===== config.mk =====
export PLATFORM = sky130hd
export DESIGN_NAME = i2c_master_register_access_core
export DESIGN_NICKNAME = d
export VERILOG_FILES = /design/src/hdl/i2cm_pkg.sv /design/src/hdl/i2c_master_register_access_core.sv /design/src/hdl/i2cm_cfg_regs.sv /design/src/hdl/i2cm_in_stage.sv /design/src/hdl/i2cm_engine.sv
export SDC_FILE = /design/constraint.sdc
export NUM_CORES = 1
export LEC_CHECK = 0
export BUFFER_PORTS_ARGS = -buffer_cell sky130_fd_sc_hd__buf_4
export CELL_PAD_IN_SITES_DETAIL_PLACEMENT = 1
export CELL_PAD_IN_SITES_GLOBAL_PLACEMENT = 1
export CORE_UTILIZATION = 45
export DETAILED_ROUTE_END_ITERATION = 7
export GPL_TIMING_DRIVEN = 0
export PLACE_DENSITY_LB_ADDON = 0.1
export SYNTH_ARGS = -nofsm -noshare
export SYNTH_HDL_FRONTEND = slang
export SYNTH_HIERARCHICAL = 1
export SYNTH_SLANG_ARGS = --single-unit
export TNS_END_PERCENT = 10

===== constraint.sdc =====
create_clock -name clk_i -period 4.29 [get_ports clk_i]
set_input_delay 0.858 -clock clk_i [delete_from_list [all_inputs] [get_ports clk_i]]
set_output_delay 0.858 -clock clk_i [all_outputs]
set_load 0.05 [all_outputs]

===== src/hdl/i2cm_pkg.sv =====
package i2cm_pkg;

  // bus phase of the engine
  typedef enum logic [4:0] {
    PH_IDLE      = 5'd0,
    PH_START_A   = 5'd1,
    PH_START_B   = 5'd2,
    PH_START_C   = 5'd3,
    PH_BIT_LOW   = 5'd4,
    PH_BIT_HIGH  = 5'd5,
    PH_ACK_LOW   = 5'd6,
    PH_ACK_HIGH  = 5'd7,
    PH_WAIT_BYTE = 5'd8,
    PH_RS_LOW    = 5'd9,
    PH_RS_HIGH   = 5'd10,
    PH_RBIT_LOW  = 5'd11,
    PH_RBIT_HIGH = 5'd12,
    PH_MACK_LOW  = 5'd13,
    PH_MACK_HIGH = 5'd14,
    PH_STOP_A    = 5'd15,
    PH_STOP_B    = 5'd16,
    PH_STOP_C    = 5'd17
  } phase_e;

  // kind of the byte being shifted out
  typedef enum logic [1:0] {
    KIND_ADDR  = 2'd0,
    KIND_REG   = 2'd1,
    KIND_RADDR = 2'd2,
    KIND_DATA  = 2'd3
  } kind_e;

  typedef enum logic [1:0] {
    CMD_TICK  = 2'd0,
    CMD_WRITE = 2'd1,
    CMD_READ  = 2'd2,
    CMD_BYTE  = 2'd3
  } cmd_e;

  typedef enum logic [1:0] {
    ST_OK       = 2'd0,
    ST_BUS_BUSY = 2'd1,
    ST_NO_ACK   = 2'd2
  } status_e;

  // register indexes on the configuration port
  localparam logic REG_HALF_PERIOD = 1'b0;
  localparam logic REG_ACK_TIMEOUT = 1'b1;

  localparam logic [15:0] HALF_PERIOD_RESET = 16'd100;
  localparam logic [7:0]  ACK_TIMEOUT_RESET = 8'd50;

  typedef struct packed {
    logic [1:0] command;
    logic [6:0] device_address;
    logic [7:0] register_address;
    logic [7:0] length;
    logic [7:0] write_byte;
    logic       sda_level;
  } in_t;

  typedef struct packed {
    logic       scl_drive;
    logic       sda_drive;
    logic [7:0] read_byte;
    logic       read_valid;
    logic       byte_request;
    logic       busy_res;
    logic       done_res;
    logic [1:0] status;
  } out_t;

  typedef struct packed {
    logic [15:0] half_period_ticks;
    logic [7:0]  ack_timeout;
  } cfg_t;

endpackage


===== src/hdl/i2c_master_register_access_core.sv =====
// Channel   Direction  Handshake               Payload
// in        input      in_valid_i/in_ready_o   in_data_i  (i2cm_pkg::in_t, one bus tick)
// out       output     out_valid_o/out_ready_i out_data_o (i2cm_pkg::out_t, line levels, status)
// config    input      APB psel/penable/pready paddr, pwdata, prdata
//
// One tick item per clock cycle sustained while out_ready_i holds; each item is
// processed in a single pass from the input register to the result register, so
// the result is registered only after the item has passed the input register.
// rst_ni is asynchronous, active low; it clears all engine state and restores
// half_period_ticks to 100 and ack_timeout to 50.
// A stalled result holds in the output register; the input register takes at most
// one more transaction, then in_ready_o drops until the result is taken.
module i2c_master_register_access_core import i2cm_pkg::*; (
  input  logic        clk_i,
  input  logic        rst_ni,
  input  logic        in_valid_i,
  output logic        in_ready_o,
  input  in_t         in_data_i,
  output logic        out_valid_o,
  input  logic        out_ready_i,
  output out_t        out_data_o,
  input  logic        psel,
  input  logic        penable,
  input  logic        pwrite,
  input  logic [2:0]  paddr,
  input  logic [31:0] pwdata,
  output logic [31:0] prdata,
  output logic        pready
);

  cfg_t cfg;
  logic item_valid;
  logic item_take;
  in_t  item;

  i2cm_cfg_regs u_cfg (
    .clk_i   (clk_i),
    .rst_ni  (rst_ni),
    .psel    (psel),
    .penable (penable),
    .pwrite  (pwrite),
    .paddr   (paddr),
    .pwdata  (pwdata),
    .prdata  (prdata),
    .pready  (pready),
    .cfg_o   (cfg)
  );

  i2cm_in_stage u_in (
    .clk_i        (clk_i),
    .rst_ni       (rst_ni),
    .in_valid_i   (in_valid_i),
    .in_ready_o   (in_ready_o),
    .in_data_i    (in_data_i),
    .item_valid_o (item_valid),
    .item_take_i  (item_take),
    .item_o       (item)
  );

  i2cm_engine u_eng (
    .clk_i        (clk_i),
    .rst_ni       (rst_ni),
    .cfg_i        (cfg),
    .item_valid_i (item_valid),
    .item_take_o  (item_take),
    .item_i       (item),
    .out_valid_o  (out_valid_o),
    .out_ready_i  (out_ready_i),
    .out_data_o   (out_data_o)
  );

endmodule


===== src/hdl/i2cm_cfg_regs.sv =====
module i2cm_cfg_regs import i2cm_pkg::*; (
  input  logic        clk_i,
  input  logic        rst_ni,
  input  logic        psel,
  input  logic        penable,
  input  logic        pwrite,
  input  logic [2:0]  paddr,
  input  logic [31:0] pwdata,
  output logic [31:0] prdata,
  output logic        pready,
  output cfg_t        cfg_o
);

  logic [15:0] half_period_q, half_period_d;
  logic [7:0]  ack_timeout_q, ack_timeout_d;
  logic        wr_en;
  logic        reg_sel;

  assign pready  = 1'b1;
  assign wr_en   = psel && penable && pwrite;
  assign reg_sel = paddr[2];

  // register write decode
  always_comb begin
    half_period_d = half_period_q;
    ack_timeout_d = ack_timeout_q;
    if (wr_en) begin
      unique case (reg_sel)
        REG_HALF_PERIOD: half_period_d = pwdata[15:0];
        REG_ACK_TIMEOUT: ack_timeout_d = pwdata[7:0];
        default: ;
      endcase
    end
  end

  always_ff @(posedge clk_i or negedge rst_ni) begin
    if (!rst_ni) begin
      half_period_q <= HALF_PERIOD_RESET;
      ack_timeout_q <= ACK_TIMEOUT_RESET;
    end else begin
      half_period_q <= half_period_d;
      ack_timeout_q <= ack_timeout_d;
    end
  end

  // read mux
  always_comb begin
    unique case (reg_sel)
      REG_HALF_PERIOD: prdata = {16'd0, half_period_q};
      REG_ACK_TIMEOUT: prdata = {24'd0, ack_timeout_q};
      default:         prdata = 32'd0;
    endcase
  end

  assign cfg_o.half_period_ticks = half_period_q;
  assign cfg_o.ack_timeout       = ack_timeout_q;

endmodule


===== src/hdl/i2cm_in_stage.sv =====
module i2cm_in_stage import i2cm_pkg::*; (
  input  logic clk_i,
  input  logic rst_ni,
  input  logic in_valid_i,
  output logic in_ready_o,
  input  in_t  in_data_i,
  output logic item_valid_o,
  input  logic item_take_i,
  output in_t  item_o
);

  logic valid_q, valid_d;
  in_t  data_q;
  logic load;

  // free when empty or being drained this cycle
  assign in_ready_o = !valid_q || item_take_i;
  assign load       = in_valid_i && in_ready_o;

  always_comb begin
    valid_d = valid_q;
    if (load) begin
      valid_d = 1'b1;
    end else if (item_take_i) begin
      valid_d = 1'b0;
    end
  end

  always_ff @(posedge clk_i or negedge rst_ni) begin
    if (!rst_ni) begin
      valid_q <= 1'b0;
    end else begin
      valid_q <= valid_d;
    end
  end

  always_ff @(posedge clk_i) begin
    if (load) begin
      data_q <= in_data_i;
    end
  end

  assign item_valid_o = valid_q;
  assign item_o       = data_q;

endmodule


===== src/hdl/i2cm_engine.sv =====
module i2cm_engine import i2cm_pkg::*; (
  input  logic clk_i,
  input  logic rst_ni,
  input  cfg_t cfg_i,
  input  logic item_valid_i,
  output logic item_take_o,
  input  in_t  item_i,
  output logic out_valid_o,
  input  logic out_ready_i,
  output out_t out_data_o
);

  phase_e      phase_q, phase_d;
  kind_e       kind_q, kind_d;
  logic [15:0] div_q, div_d;
  logic [3:0]  bit_cnt_q, bit_cnt_d;
  logic [7:0]  shift_q, shift_d;
  logic [7:0]  bytes_left_q, bytes_left_d;
  logic [7:0]  ack_wait_q, ack_wait_d;
  logic [6:0]  dev_q, dev_d;
  logic [7:0]  reg_q, reg_d;
  logic        read_mode_q, read_mode_d;
  logic [1:0]  end_status_q, end_status_d;

  logic        out_valid_q, out_valid_d;
  out_t        out_q, res;

  logic [15:0] half_period;
  logic        phase_end;
  logic [3:0]  bit_cnt_inc;
  logic        acked;
  logic        ack_decided;
  logic [7:0]  rx_byte;
  logic        rx_valid;
  logic        done;
  logic [1:0]  status;
  logic        scl;
  logic        sdo;

  // one item per cycle while the result register can take it
  assign item_take_o = item_valid_i && (!out_valid_q || out_ready_i);

  assign half_period = (cfg_i.half_period_ticks == 16'd0) ? 16'd1 : cfg_i.half_period_ticks;
  assign phase_end   = ({1'b0, div_q} + 17'd1) >= {1'b0, half_period};
  assign bit_cnt_inc = bit_cnt_q + 4'd1;
  assign acked       = !item_i.sda_level;
  assign ack_decided = acked || (ack_wait_q >= cfg_i.ack_timeout);

  // next state for one tick
  always_comb begin
    phase_d      = phase_q;
    kind_d       = kind_q;
    div_d        = div_q;
    bit_cnt_d    = bit_cnt_q;
    shift_d      = shift_q;
    bytes_left_d = bytes_left_q;
    ack_wait_d   = ack_wait_q;
    dev_d        = dev_q;
    reg_d        = reg_q;
    read_mode_d  = read_mode_q;
    end_status_d = end_status_q;
    rx_byte      = 8'd0;
    rx_valid     = 1'b0;
    done         = 1'b0;
    status       = ST_OK;

    if (item_take_o) begin
      priority if (phase_q == PH_IDLE) begin
        if (item_i.command == CMD_WRITE || item_i.command == CMD_READ) begin
          dev_d        = item_i.device_address;
          reg_d        = item_i.register_address;
          bytes_left_d = item_i.length;
          read_mode_d  = (item_i.command == CMD_READ);
          kind_d       = KIND_ADDR;
          end_status_d = ST_OK;
          bit_cnt_d    = 4'd0;
          shift_d      = 8'd0;
          ack_wait_d   = 8'd0;
          div_d        = 16'd0;
          phase_d      = PH_START_A;
        end
      end else if (phase_q == PH_WAIT_BYTE) begin
        if (item_i.command == CMD_BYTE) begin
          bytes_left_d = bytes_left_q - 8'd1;
          div_d        = 16'd0;
          shift_d      = item_i.write_byte;
          kind_d       = KIND_DATA;
          bit_cnt_d    = 4'd0;
          phase_d      = PH_BIT_LOW;
        end
      end else if (!phase_end) begin
        div_d = div_q + 16'd1;
      end else begin
        div_d = 16'd0;
        unique case (phase_q)
          PH_START_A: begin
            if (!item_i.sda_level) begin
              phase_d = PH_IDLE;
              done    = 1'b1;
              status  = ST_BUS_BUSY;
            end else begin
              phase_d = PH_START_B;
            end
          end
          PH_START_B: phase_d = PH_START_C;
          PH_START_C: begin
            // repeated start sends the read address
            if (kind_q == KIND_REG) begin
              shift_d = {dev_q, 1'b1};
              kind_d  = KIND_RADDR;
            end else begin
              shift_d = {dev_q, 1'b0};
              kind_d  = KIND_ADDR;
            end
            bit_cnt_d = 4'd0;
            phase_d   = PH_BIT_LOW;
          end
          PH_BIT_LOW: phase_d = PH_BIT_HIGH;
          PH_BIT_HIGH: begin
            shift_d   = {shift_q[6:0], 1'b0};
            bit_cnt_d = bit_cnt_inc;
            if (bit_cnt_inc >= 4'd8) begin
              bit_cnt_d  = 4'd0;
              ack_wait_d = 8'd0;
              phase_d    = PH_ACK_LOW;
            end else begin
              phase_d = PH_BIT_LOW;
            end
          end
          PH_ACK_LOW: phase_d = PH_ACK_HIGH;
          PH_ACK_HIGH: begin
            if (!ack_decided) begin
              ack_wait_d = ack_wait_q + 8'd1;
            end else begin
              unique case (kind_q)
                KIND_ADDR: begin
                  if (acked) begin
                    shift_d   = reg_q;
                    kind_d    = KIND_REG;
                    bit_cnt_d = 4'd0;
                    phase_d   = PH_BIT_LOW;
                  end else begin
                    end_status_d = ST_NO_ACK;
                    phase_d      = PH_STOP_A;
                  end
                end
                // register byte ack level is ignored
                KIND_REG: begin
                  if (read_mode_q) begin
                    phase_d = PH_RS_LOW;
                  end else if (bytes_left_q == 8'd0) begin
                    phase_d = PH_STOP_A;
                  end else begin
                    phase_d = PH_WAIT_BYTE;
                  end
                end
                KIND_RADDR: begin
                  if (bytes_left_q == 8'd0) begin
                    phase_d = PH_STOP_A;
                  end else begin
                    shift_d   = 8'd0;
                    bit_cnt_d = 4'd0;
                    phase_d   = PH_RBIT_LOW;
                  end
                end
                // data byte NACK ends the write with OK status
                default: begin
                  if (!acked || bytes_left_q == 8'd0) begin
                    phase_d = PH_STOP_A;
                  end else begin
                    phase_d = PH_WAIT_BYTE;
                  end
                end
              endcase
            end
          end
          PH_RS_LOW:   phase_d = PH_RS_HIGH;
          PH_RS_HIGH:  phase_d = PH_START_B;
          PH_RBIT_LOW: phase_d = PH_RBIT_HIGH;
          PH_RBIT_HIGH: begin
            shift_d   = {shift_q[6:0], item_i.sda_level};
            bit_cnt_d = bit_cnt_inc;
            if (bit_cnt_inc >= 4'd8) begin
              bit_cnt_d    = 4'd0;
              rx_byte      = {shift_q[6:0], item_i.sda_level};
              rx_valid     = 1'b1;
              bytes_left_d = bytes_left_q - 8'd1;
              phase_d      = PH_MACK_LOW;
            end else begin
              phase_d = PH_RBIT_LOW;
            end
          end
          PH_MACK_LOW: phase_d = PH_MACK_HIGH;
          PH_MACK_HIGH: begin
            if (bytes_left_q != 8'd0) begin
              shift_d   = 8'd0;
              bit_cnt_d = 4'd0;
              phase_d   = PH_RBIT_LOW;
            end else begin
              phase_d = PH_STOP_A;
            end
          end
          PH_STOP_A: phase_d = PH_STOP_B;
          PH_STOP_B: phase_d = PH_STOP_C;
          PH_STOP_C: begin
            phase_d = PH_IDLE;
            done    = 1'b1;
            status  = end_status_q;
          end
          default: phase_d = PH_IDLE;
        endcase
      end
    end
  end

  // line levels after this tick
  always_comb begin
    unique case (phase_d)
      PH_START_A, PH_RS_HIGH, PH_ACK_HIGH, PH_RBIT_HIGH: begin
        scl = 1'b1; sdo = 1'b1;
      end
      PH_START_B, PH_STOP_B: begin
        scl = 1'b1; sdo = 1'b0;
      end
      PH_START_C, PH_STOP_A: begin
        scl = 1'b0; sdo = 1'b0;
      end
      PH_BIT_LOW: begin
        scl = 1'b0; sdo = shift_d[7];
      end
      PH_BIT_HIGH: begin
        scl = 1'b1; sdo = shift_d[7];
      end
      PH_ACK_LOW, PH_WAIT_BYTE, PH_RS_LOW, PH_RBIT_LOW: begin
        scl = 1'b0; sdo = 1'b1;
      end
      // master ack on all but the last byte
      PH_MACK_LOW: begin
        scl = 1'b0; sdo = (bytes_left_d == 8'd0);
      end
      PH_MACK_HIGH: begin
        scl = 1'b1; sdo = (bytes_left_d == 8'd0);
      end
      default: begin
        scl = 1'b1; sdo = 1'b1;
      end
    endcase
  end

  always_comb begin
    res.scl_drive    = scl;
    res.sda_drive    = sdo;
    res.read_byte    = rx_byte;
    res.read_valid   = rx_valid;
    res.byte_request = (phase_d == PH_WAIT_BYTE);
    res.busy_res     = (phase_d != PH_IDLE);
    res.done_res     = done;
    res.status       = status;
  end

  // result register handshake
  always_comb begin
    out_valid_d = out_valid_q;
    if (item_take_o) begin
      out_valid_d = 1'b1;
    end else if (out_ready_i) begin
      out_valid_d = 1'b0;
    end
  end

  always_ff @(posedge clk_i or negedge rst_ni) begin
    if (!rst_ni) begin
      phase_q      <= PH_IDLE;
      kind_q       <= KIND_ADDR;
      div_q        <= 16'd0;
      bit_cnt_q    <= 4'd0;
      shift_q      <= 8'd0;
      bytes_left_q <= 8'd0;
      ack_wait_q   <= 8'd0;
      dev_q        <= 7'd0;
      reg_q        <= 8'd0;
      read_mode_q  <= 1'b0;
      end_status_q <= ST_OK;
      out_valid_q  <= 1'b0;
    end else begin
      phase_q      <= phase_d;
      kind_q       <= kind_d;
      div_q        <= div_d;
      bit_cnt_q    <= bit_cnt_d;
      shift_q      <= shift_d;
      bytes_left_q <= bytes_left_d;
      ack_wait_q   <= ack_wait_d;
      dev_q        <= dev_d;
      reg_q        <= reg_d;
      read_mode_q  <= read_mode_d;
      end_status_q <= end_status_d;
      out_valid_q  <= out_valid_d;
    end
  end

  always_ff @(posedge clk_i) begin
    if (item_take_o) begin
      out_q <= res;
    end
  end

  assign out_valid_o = out_valid_q;
  assign out_data_o  = out_q;

endmodule


# Word level (Yosys, flattened, before mapping)
# Cells that the tools add are included.
[word_totals]
regBits = 145
inputBits = 76
out_inout_bits = 51
word_cells = 229
[op_classes]
n_eq_ne = 46
bitwise_logic = 4
n_mux = 93
n_lt_le_gt_ge = 3
reduce_logical = 48
addsub = 5
[ops]
columns = ["operator", "n"]
rows = [
  ["$mux 8", 24],
  ["$mux 16", 6],
  ["$pmux 5 s15", 1],
  ["$eq 5x4->1 const B", 14],
  ["$pmux 32 s2", 1],
  ["$mux 4", 11],
  ["$mux 5", 8],
  ["$pmux 8 s5", 1],
  ["$mux 2", 18],
  ["$eq 5x3->1 const B", 7],
  ["$pmux 8 s2", 2],
  ["$eq 5x2->1 const B", 4],
  ["$reduce_and 10->1", 2],
  ["$add 16x1->17 const B", 1],
  ["$ge 17x16->1", 1],
  ["$add 16x1->16 const B", 1],
  ["$logic_not 16->1", 1],
  ["$logic_not 8->1", 2],
  ["$pmux 4 s4", 1],
  ["$reduce_and 8->1", 2],
  ["$eq 5x5->1 const B", 3],
  ["$mux 3", 5],
  ["$pmux 5 s3", 1],
  ["$reduce_bool 2->1", 7],
  ["other kinds (42)", 75],
]

# Longest topological paths before layout
# Gate-level depths: netlist (run 1).
[logic_depth]
depth_word = 13
mapped_depth = 20

# Cells and area by module
# The synthesis (run 1) kept the hierarchy.
[modules_own_cells]
columns = ["module", "n_inst", "cells_each", "seq_area_each_um2", "area_per_inst_um2"]
rows = [
  ["i2cm_engine", 1, 626, 2207.1, 5680.4],
  ["i2cm_cfg_regs", 1, 88, 608.1, 1255.0],
  ["i2cm_in_stage", 1, 38, 1046.0, 1074.8],
]

# Worst setup path after synthesis (run 1)
# OpenSTA, ideal clock, no wires.
[synth_path]
kind = "reg-to-reg"
from = "register u_eng.div_q[0]"
to = "register u_eng.out_q (netlist bit u_eng/out_data_o[14]), data pin"
required_time_ns = 4.028
setup_slack_ns = 0.541
period_less_slack_ns = 3.749
t_arrival_ns = 3.487
setup_time_ns = 0.262
path_stages_with_launch = 19
path_cell_list = "dfrtp_1 -> and3_1 -> nand3_1 -> nor2_1 -> and3_1 -> clkbuf_1 -> nand3_1 -> xnor2_1 -> ha_1 -> o21a_1 -> o21ai_0 -> nand2b_1 -> o311ai_1 -> buf_2 -> o311a_1 -> a2111oi_2 -> o2111ai_1 -> a31oi_1 -> o22ai_1"
[synth_rtl]
columns = ["element", "line_no", "text"]
rows = [
  ["start, declared", "i2cm_engine.sv:15", "logic [15:0] div_q, div_d;"],
  ["start signal, assigned", "i2cm_engine.sv:288", "div_q <= div_d;"],
  ["end signal, assigned", "i2cm_engine.sv:303", "out_q <= res;"],
  ["end, declared", "i2cm_engine.sv:26", "out_t out_q, res;"],
]

==> results.cfg, run 1 <==
[run_status]
status = finished clean

[sta]
maxSlewHeadroom = 0.266
setup_ws_ns = 0.0716
hold_viol = 0
finClkSkew_ns = 0.0118
setup_viol = 0
fin_crit_sh = 0.983
maxSlewViolCount = 0
tightest_slew_ns = 1.09
finalCriticalPeriod_ns = 4.22
fmax_ghz = 0.237

[synth]
synth_cell_type_count = 75
synth_edf_count = 50
yosys-top-cells-area = dfrtp_1, edfxtp_1, mux2_2, ha_1, o21ai_0
synthCells = 752
yosys.area.top_type = dfrtp_1
syn-cell-area_um2 = 8010
synth_area_per_cell_um2 = 10.7
yosys_warnings = 6
seq_area_frac_synth = 0.482
postSynthRegisterBits = 144
yosysTopAreaCellShare = 0.275
synthFlopType = dfrtp_1
synthArstFlopShare = 0.653

[hold_path]
hp-class = in -> async

[critical_path]
crit_type = reg -> reg
crit_path_end_kind = flop
arrival_ns = 4.38
crit_required_ns = 4.46
critPathMaxFanout = 10
start_kind = flop

[clock_tree]
cts_root_buf = clkbuf_16
cts_made_buffers = 17
clk_latency_ns = 0.42
clkTransAtPathRegs_ns = 0.07
clock_path_buffers = 2
cts_tree = done
cts_htree_levels = 4
clkSinkCount = 144
holdBufCountCts = 0

[global_route]
grt_pass1_wl_um = 35400
grt.met2_usage = 0.449
grt_pass1_vias = 6784
antenna_found_initial = 0
gr-usage-met1 = 0.309
globalRouteMet3Util = 0.0393
top_usage_layer = met2
gr-total-overflow = 0
grt_max_degree = 95
grt_usage = 0.251

[pwr]
p_leak_nw = 4.48
fin_total_pwr_mw = 5.23
power_density_nw_per_um2 = 531
max-vdd-ir-drop_mv = 0.300

[final_layout]
diodes = 0
layout.nets = 993
n_fill_cell = 1898
layout-drive-gt1-share = 0.283
area_growth_pct = 23.1

[route]
drtPass1Iterations = 4
drcViolationCount = 0
drt_wl_total_um = 22300
first_iter_violations = 305
route.detailed.wl_per_inst_um = 19.9
vias_per_cell = 5.75
antenna_left = 0
num_vias = 6435

[floorplanning]
dieWidth_um = 135
std_cell_rows = 48
io_pins = 127
dieArea_um2 = 18300
start_util = 0.462
coreArea_um2 = 17400
die_h_um = 135

[placement]
pre_cts_ws_ns = -0.443
portBuffers = 90
gp_congestion = 0.901
dp_hpwl_um = 15900

[run]
drv_cap = 0
[area by class of cell]
cell class              instances  area [um^2]  share of cell area
well taps                     225          282              0.0285
plain buffers                  50          309              0.0313
inverters                      47          176              0.0179
clock inverters                15          186              0.0189
multi-input cells             525         3870               0.393
flip-flops and latches        144         3860               0.392
clock buffers                  17          425              0.0431
repair buffers                 97          748              0.0759
[state kept, by name, indices dropped and copies added (netlist names), 4 cells and up]
name and cells:
u_eng/reg_q 8, u_cfg/ack_timeout_q 8, u_eng/out_data_o 16, u_cfg/half_period_q 16
u_eng/phase_q 5, u_eng/div_q 16, u_eng/ack_wait_q 8, u_eng/shift_q 8
u_eng/bit_cnt_q 4, u_eng/bytes_left_q 8, u_eng/dev_q 7, u_in/item_o 34
[critical path, stage by stage (launching register included)]
cell	delay [ns]
dfrtp_2	0.43
ha_2	0.26
and4_4	0.25
and4_1	0.22
buf_6	0.13
and3_1	0.20
xor2_2	0.19
ha_1	0.29
a211oi_1	0.28
o21ai_0	0.19
nand2b_2	0.16
o311ai_4	0.15
buf_6	0.19
o311a_1	0.14
a2111oi_4	0.40
o2111ai_1	0.15
a31oi_1	0.23
o22ai_1	0.11
[final timing paths]
path                                 start                     end  slack, ns  cells past startpoint
max in group asynchronous           rst_ni  u_cfg/half_period_q[5]       3.11                      2
min reg2reg                u_in/item_o[26]          u_eng/dev_q[1]       0.48                      1
min                                 rst_ni          u_eng/div_q[9]       0.46                      1
max                         u_eng/div_q[0]    u_eng/out_data_o[14]       0.07                     17
max reg2reg                 u_eng/div_q[0]    u_eng/out_data_o[14]       0.07                     17
min in group clk_i         u_in/item_o[26]          u_eng/dev_q[1]       0.48                      1
[cells by family after synthesis]
group	share of synthesized area
flip-flops	0.482
XOR/XNOR	0.0262
AND/OR/NAND/NOR	0.155
other	0.000938
multiplexers	0.0748
buffers and inverters	0.0601
AO/OA/AOI/OAI	0.147
adder cells (fa/ha/maj)	0.0547
[stage by stage]
step	instance area, um^2	hold WS [ns]	util	cells	setup TNS, ns
after floorplan	8070	0.455	-	767	0
after global placement	9020	0.460	0.520	1082	-0.957
after detailed placement	9040	0.470	0.521	1083	-3.74
after CTS	9690	0.485	0.558	1114	0
after global routing	9860	0.492	0.568	1120	-0.158
final	9860	0.459	0.568	1120	0
[power by group]
group / internal, mW / leakage (nW) / total [mW] / switching (mW)
Clock: 0.885 / 0.294 / 1.52 / 0.639
Sequential: 1.71 / 1.66 / 1.94 / 0.232
Combinational: 0.685 / 2.53 / 1.77 / 1.08
Total: 3.28 / 4.48 / 5.23 / 1.95
[cells in the mapped netlist, types with 11 or more instances]
| cell type | instances |
|---|---|
| buf_4 | 17 |
| nand2b_1 | 13 |
| mux2_2 | 39 |
| xor2_1 | 14 |
| nand2_1 | 39 |
| and3_1 | 21 |
| nor2b_1 | 15 |
| clkbuf_1 | 18 |
| nor3_1 | 15 |
| nand3_1 | 23 |
| o21ai_0 | 44 |
| inv_1 | 47 |
| and2_1 | 11 |
| nor2_1 | 52 |
| a22o_1 | 11 |
| edfxtp_1 | 50 |
| ha_1 | 35 |
| dfrtp_1 | 88 |
| a21oi_1 | 27 |
[routing by layer]
layer | share of wire | vias up | routed length, um
li1 | - | 2991 | -
met1 | 0.42 | 3246 | 9460
met2 | 0.53 | 176 | 11800
met3 | 0.036 | 22 | 814
met4 | 0.013 | 0 | 294
met5 | 0 | - | 0
[placed cells by master (no fill, tap or decap), types with 5 or more instances in the layout]
master     count
o21ai_0       43
nand2b_1      12
and2_1        11
mux2_2        39
dfstp_2        6
ha_1          34
nand3_1       22
xnor2_1        9
nor2_1        50
a22o_1        11
buf_4        113
nor2b_1       15
dfrtp_1       87
nand4_1       10
inv_1         47
nand2_1       39
or3_1          6
mux2_4        10
a211oi_1       7
a222oi_1       8
conb_1        17
a21oi_1       26
xor2_1        13
edfxtp_1      50
a31oi_1       10
nor3_1        13
clkbuf_1      16
clkbuf_16     17
buf_6          6
inv_6          6
a21o_1         7
buf_2          8
nor4_1         6
and3_1        20
o31ai_1        5
[repair_timing]
action | in CTS | in global routing
setup endpoints to repair | 28 | 24
pin swaps | 1 | 5
gates resized for setup | 11 | 19
endpoints found under the hold margin | 0 | 0
buffers inserted | 0 | 5
Power figures use the tool's default switching activity.
==> inputs of run 2 (changes only) <==
ABC_AREA = 1   (was not set)
CORE_UTILIZATION = 43   (was 45)
==> run 2 against run 1 <==
Final cell count increased by 32%. First-iteration DRC count rose by 24%. Critical path depth rose by 15. Critical path type unchanged.
==> results.cfg, run 2 <==
[pwr]
p_clk_frac = 0.243
p_comb_frac = 0.456
p_leak_nw = 5.35
pwr-share-seq = 0.302
max-vdd-ir-drop_mv = 0.315
intPower_mw = 3.84
power_density_nw_per_um2 = 623
switchingPower_mw = 2.85
switching_share = 0.426

[floorplanning]
start_util = 0.440
io_pins = 127
die_h_um = 143
coreArea_um2 = 19500
std_cell_rows = 51
dieArea_um2 = 20500
dieWidth_um = 143

[route]
drcViolationCount = 0
antenna_left = 0
num_vias = 7687
route.detailed.wl_per_inst_um = 17.3
first_iter_violations = 378
vias_per_cell = 5.20
drt_wl_total_um = 25600
drtPass1Iterations = 5

[synth]
yosysTopAreaCellShare = 0.257
syn-cell-area_um2 = 8560
synthArstFlopShare = 0.653
synthMuxAreaShare = 0.0171
synth-simple-area-share = 0.262
yosys_warnings = 6
synth_edf_count = 50
synth_top_family_by_area = simple AND/OR/NAND/NOR gates
yosys.area.top_type = dfrtp_1
yosys-top-cells-area = dfrtp_1, edfxtp_1, nand2_1, inv_1, ha_1
synth.top_cells.by_count = nand2_1, inv_1, dfrtp_1, nand3_1, nor2_1
synth_cell_type_count = 57
seq_area_frac_synth = 0.451
synthXorXnorAreaFrac = 0.0164
synth_area_per_cell_um2 = 8.12
postSynthRegisterBits = 144
yosysMostFrequentCell = nand2_1
synthCells = 1054
synthFlopType = dfrtp_1
synth_fa_ha_area_frac = 0.0512
synth_compound_area_frac = 0.0960

[final_layout]
largest_reg_flops = 34
layout.nets = 1312
layout-drive-gt1-share = 0.241
area_growth_pct = 25.4
layout_commonest_cell = nand2_1
postLayoutCellArea_um2 = 10700
final_cell_mix = nand2_1, inv_1, buf_4
diodes = 0
final_util = 0.551

[critical_path]
arrival_ns = 4.38
critPathSlowestCell = dfrtp_1
r2r-start = u_eng/div_q[2]
start_kind = flop
r2r_end = u_eng/out_data_o[14]
crit_required_ns = 4.46
crit_top_cell = nand3_1
reg2reg_depth = 32
crit_path_end_kind = flop
r2r_slack_ns = 0.09
crit_type = reg -> reg
cpPeakStageDelay_ns = 0.41
critPathMaxFanout = 10

[sta]
rsz0062_at_grt = true
tightest_slew_ns = 0.668
fmax_ghz = 0.238
fin_setup_tns_ns = 0
maxSlewHeadroom = 0.554
finClkSkew_ns = 0.0122
setup_ws_ns = 0.0852
finalCriticalPeriod_ns = 4.20
maxSlewViolCount = 0
hold_slack_ns = 0.204
fin_crit_sh = 0.980
setup_viol = 0
hold_viol = 0

[global_route]
antenna_found_initial = 0
grt_pass1_wl_um = 40300
grt.met2_usage = 0.442
grt_usage = 0.258
top_usage_layer = met2
grt_pass1_vias = 7651
globalRouteMet3Util = 0.0349
gr-total-overflow = 0
gr-usage-met1 = 0.338
grt_max_degree = 95

[hold_path]
hp-class = in -> async

[clock_tree]
clkSinkCount = 144
clock_path_buffers = 2
cts_htree_levels = 4
clk_latency_ns = 0.43
clkTransAtPathRegs_ns = 0.07
cts_root_buf = clkbuf_16
cts_tree = done
cts_made_buffers = 17

[run_status]
status = finished clean

[placement]
dp_hpwl_um = 18100
pre_cts_ws_ns = -0.211
portBuffers = 90
placed_area_um2 = 9660
gp_congestion = 0.879

[run]
drv_cap = 0
## run 2: changes by cell type after synthesis, sizes merged, moves of 12 or more
cell and delta:
clkbuf -17, nand2 +255, nand2b -14, and3 -21
mux2 -36, inv +120, nand3 +65, a21oi +15
and2 -12, o22ai +13, nor2b -15, nor2 +37
## run 2: layer usage
metal,share of wire,vias to the layer above
met5,0,-
met4,0.015,0
met3,0.030,29
met2,0.51,167
met1,0.45,3801
li1,-,3690
## run 2: power by group through the flow
| stage | registers, mW | clock network, mW | logic, mW |
|---|---|---|---|
| final | 2.02 | 1.62 | 3.05 |
| after global routing | 2.06 | 1.70 | 3.34 |
| after CTS | 2.01 | 1.66 | 2.58 |
| after detailed placement | 2.03 | 0 | 2.50 |
| after global placement | 2.02 | 0 | 2.42 |
| after floorplan | 2.05 | 0 | 1.74 |
## run 2: worst max-delay path: cells and delay by family (launching register included)
| kind | cells | cell delay [ns] |
|---|---|---|
| buffers and inverters | 9 | 0.95 |
| XOR/XNOR | 1 | 0.22 |
| adder cells (fa/ha/maj) | 1 | 0.25 |
| AND/OR/NAND/NOR | 21 | 2.10 |
| flip-flops | 1 | 0.41 |
## run 2: cells by family (layout without fill, tap and decap cells)
group                    Yosys count  after routing
AND/OR/NAND/NOR                  504            504
XOR/XNOR                          16             16
buffers and inverters            205            350
flip-flops                       144            144
AO/OA/AOI/OAI                    135            135
multiplexers                      13             13
other                              2             17
adder cells (fa/ha/maj)           35             35
## run 2: timing repair
action | 4_1_cts | 5_1_grt
pin swaps | 1 | 31
buffers inserted | 4 | 17
hold buffers | 0 | 0
gates cloned | 0 | 1
setup endpoints to repair | 15 | 33
resized for setup | 2 | 48
## run 2: stage by stage
step	power (mW)	instances
3_5_place_dp	4.53	1425
3_3_place_gp	4.44	1424
5_1_grt	7.10	1479
2_1_floorplan	3.79	1069
4_1_cts	6.25	1461
6_report	6.69	1479
## run 2: worst max path at each step
stage	start	to	slack, ns
4_1_cts	u_eng/div_q[2]	u_eng/out_data_o[14]	0.03
6_report	u_eng/div_q[2]	u_eng/out_data_o[14]	0.09
5_1_grt	u_eng/div_q[2]	u_eng/out_data_o[14]	-0.16
3_5_place_dp	u_eng/div_q[0]	u_eng/out_data_o[14]	-0.21
3_3_place_gp	out_ready_i	u_in/item_o[7]	-1.22
2_1_floorplan	out_ready_i	u_in/item_o[0]	0.45
## run 2: cell type report
cell class | count | area (um^2)
plain buffers | 38 | 287
well taps | 265 | 332
flip-flops and latches | 144 | 3860
clock buffers | 17 | 425
repair buffers | 113 | 927
multi-input cells | 720 | 4050
inverters | 167 | 633
clock inverters | 15 | 213
fillers | 2361 | 8730
==> inputs of run 3 (changes only) <==
PLACE_DENSITY = 0.91   (was not set)
PLACE_DENSITY_LB_ADDON = not set   (was 0.1)
==> run 3 against run 2 <==
The flow now finishes with violations (DRC, setup timing). Critical path depth grew 1. Final cell count is 0.74% higher. Hold slack worse by 0.024 ns. Critical path type unchanged. Highest routed layer is now met5.
==> results.cfg, run 3 (synthesized netlist as in run 2, its figures left out) <==
[critical_path]
critPathSlowestCell = dfrtp_1
crit_buf_inv = 10
cpPeakStageDelay_ns = 0.39
crit_required_ns = 4.60
r2r_slack_ns = -0.54
crit_family = simple AND/OR/NAND/NOR gates
r2r-start = u_eng/div_q[2]
cp.depth = 33
critPathMaxFanout = 6
arrival_ns = 5.14
crit_type = reg -> reg
r2r_end = u_eng/out_data_o[14]
start_kind = flop
reg2reg_depth = 33
crit_path_end_kind = flop

[sta]
rsz0062_at_grt = true
fmax_ghz = 0.207
fin_crit_sh = 1.13
maxSlewViolCount = 0
maxSlewHeadroom = 0.458
setup_viol = 16
finalCriticalPeriod_ns = 4.83
setup_ws_ns = -0.539
hold_slack_ns = 0.180
tightest_slew_ns = 0.813
finClkSkew_ns = 0.0179
hold_viol = 0

[clock_tree]
clk_latency_ns = 0.45
holdBufCountCts = 0
cts_tree = done
cts_root_buf = clkbuf_16
clkTransAtPathRegs_ns = 0.07
clkSinkCount = 144
cts_made_buffers = 17
clock_path_buffers = 2
cts_htree_levels = 4

[pwr]
power_density_nw_per_um2 = 660
fin_total_pwr_mw = 7.11
p_leak_nw = 5.37
max-vdd-ir-drop_mv = 0.331

[route]
route.detailed.wl_per_inst_um = 23.3
drt_wl_total_um = 34800
num_vias = 8860
drtPass1Iterations = 8
vias_per_cell = 5.95
first_iter_violations = 966
antenna_left = 0
drcViolationCount = 4

[final_layout]
layout_commonest_cell = nand2_1
diodes = 0
largest_reg_flops = 34
layout.nets = 1323
layout-drive-gt1-share = 0.255
final_cell_mix = nand2_1, inv_1, buf_4
postLayoutCellArea_um2 = 10800
area_growth_pct = 25.9
n_fill_cell = 2326
layoutNonFillerInstCount = 1490

[global_route]
gr-total-overflow = 0
grt_usage = 0.301
antenna_found_initial = 1
grt_pass1_wl_um = 46300
grt_pass1_vias = 8832
grt_max_degree = 95

[hold_path]
hp-class = in -> async

[placement]
placed_area_um2 = 9660
dp_cells = 1425
gp_congestion = 0.877
dp_hpwl_um = 19900
portBuffers = 90

[floorplanning]
std_cell_rows = 51
dieArea_um2 = 20500
dieWidth_um = 143
io_pins = 127
coreArea_um2 = 19500
die_h_um = 143
start_util = 0.440

[run]
drv_cap = 0

[run_status]
violations = DRC, setup timing
status = finished, violations left
-- run 3: changes by cell type in the layout (fill, tap and decap cells not counted), moves of 4 or more --
cell / change
inv_6: -4
nor2_1: -5
buf_4: +9
inv_8: -4
buf_6: +4
-- run 3: worst max-delay path by stage --
stage	from	slack, ns	end
finish	u_eng/div_q[2]	-0.54	u_eng/out_data_o[14]
global route	u_eng/div_q[2]	-0.63	u_eng/out_data_o[14]
CTS	u_eng/div_q[2]	0.0003	u_eng/out_data_o[14]
detailed placement	u_eng/div_q[0]	-0.29	u_eng/out_data_o[14]
global placement	out_ready_i	-1.06	u_in/item_o[4]
floorplan	out_ready_i	0.45	u_in/item_o[0]
-- run 3: repair_timing --
item,CTS,global route
setup endpoints to repair,32,49
gates cloned,0,1
gates resized for setup,9,56
hold endpoints to repair,0,0
buffers inserted,8,23
pin swaps,3,27
-- run 3: per-layer routing --
metal,GRT usage,vias to the layer above,part of all wire,wire length [um]
met2,0.518,578,0.49,17000
met5,0,-,0.00046,16
li1,-,3709,-,-
met1,0.354,4365,0.37,12800
met4,0.164,2,0.060,2090
met3,0.0553,206,0.082,2860
-- run 3: metrics by stage --
stage | setup slack, ns | util | setup TNS (ns)
final | -0.539 | 0.554 | -1.57
after global routing | -0.627 | 0.554 | -7.36
after CTS | 0.000282 | 0.531 | 0
after detailed placement | -0.294 | 0.496 | -0.832
after global placement | -1.06 | 0.495 | -35.87
after floorplan | 0.447 | - | 0
-- run 3: area by class of cell --
class	instances	area (um^2)	share of cell area
buffer	38	289	0.0268
tap	265	332	0.0308
multi-input combinational	720	4080	0.378
timing repair buffer	124	992	0.0921
clock inverter	13	136	0.0127
sequential	144	3860	0.358
clock buffer	19	453	0.0420
inverter	167	636	0.0590
-- run 3: where the power goes --
group	internal (mW)	switching [mW]
clock	0.887	0.660
sequential	1.76	0.304
combinational	1.17	2.33
-- run 3: worst reg2reg max path: cells and delay by family, from the launching register on --
kind	cells	cell delay (ns)
fa+ha+maj	1	0.29
simple gates	20	2.51
buf+inv	10	0.98
compound gates	1	0.29
xor+xnor	1	0.27
flops	1	0.39
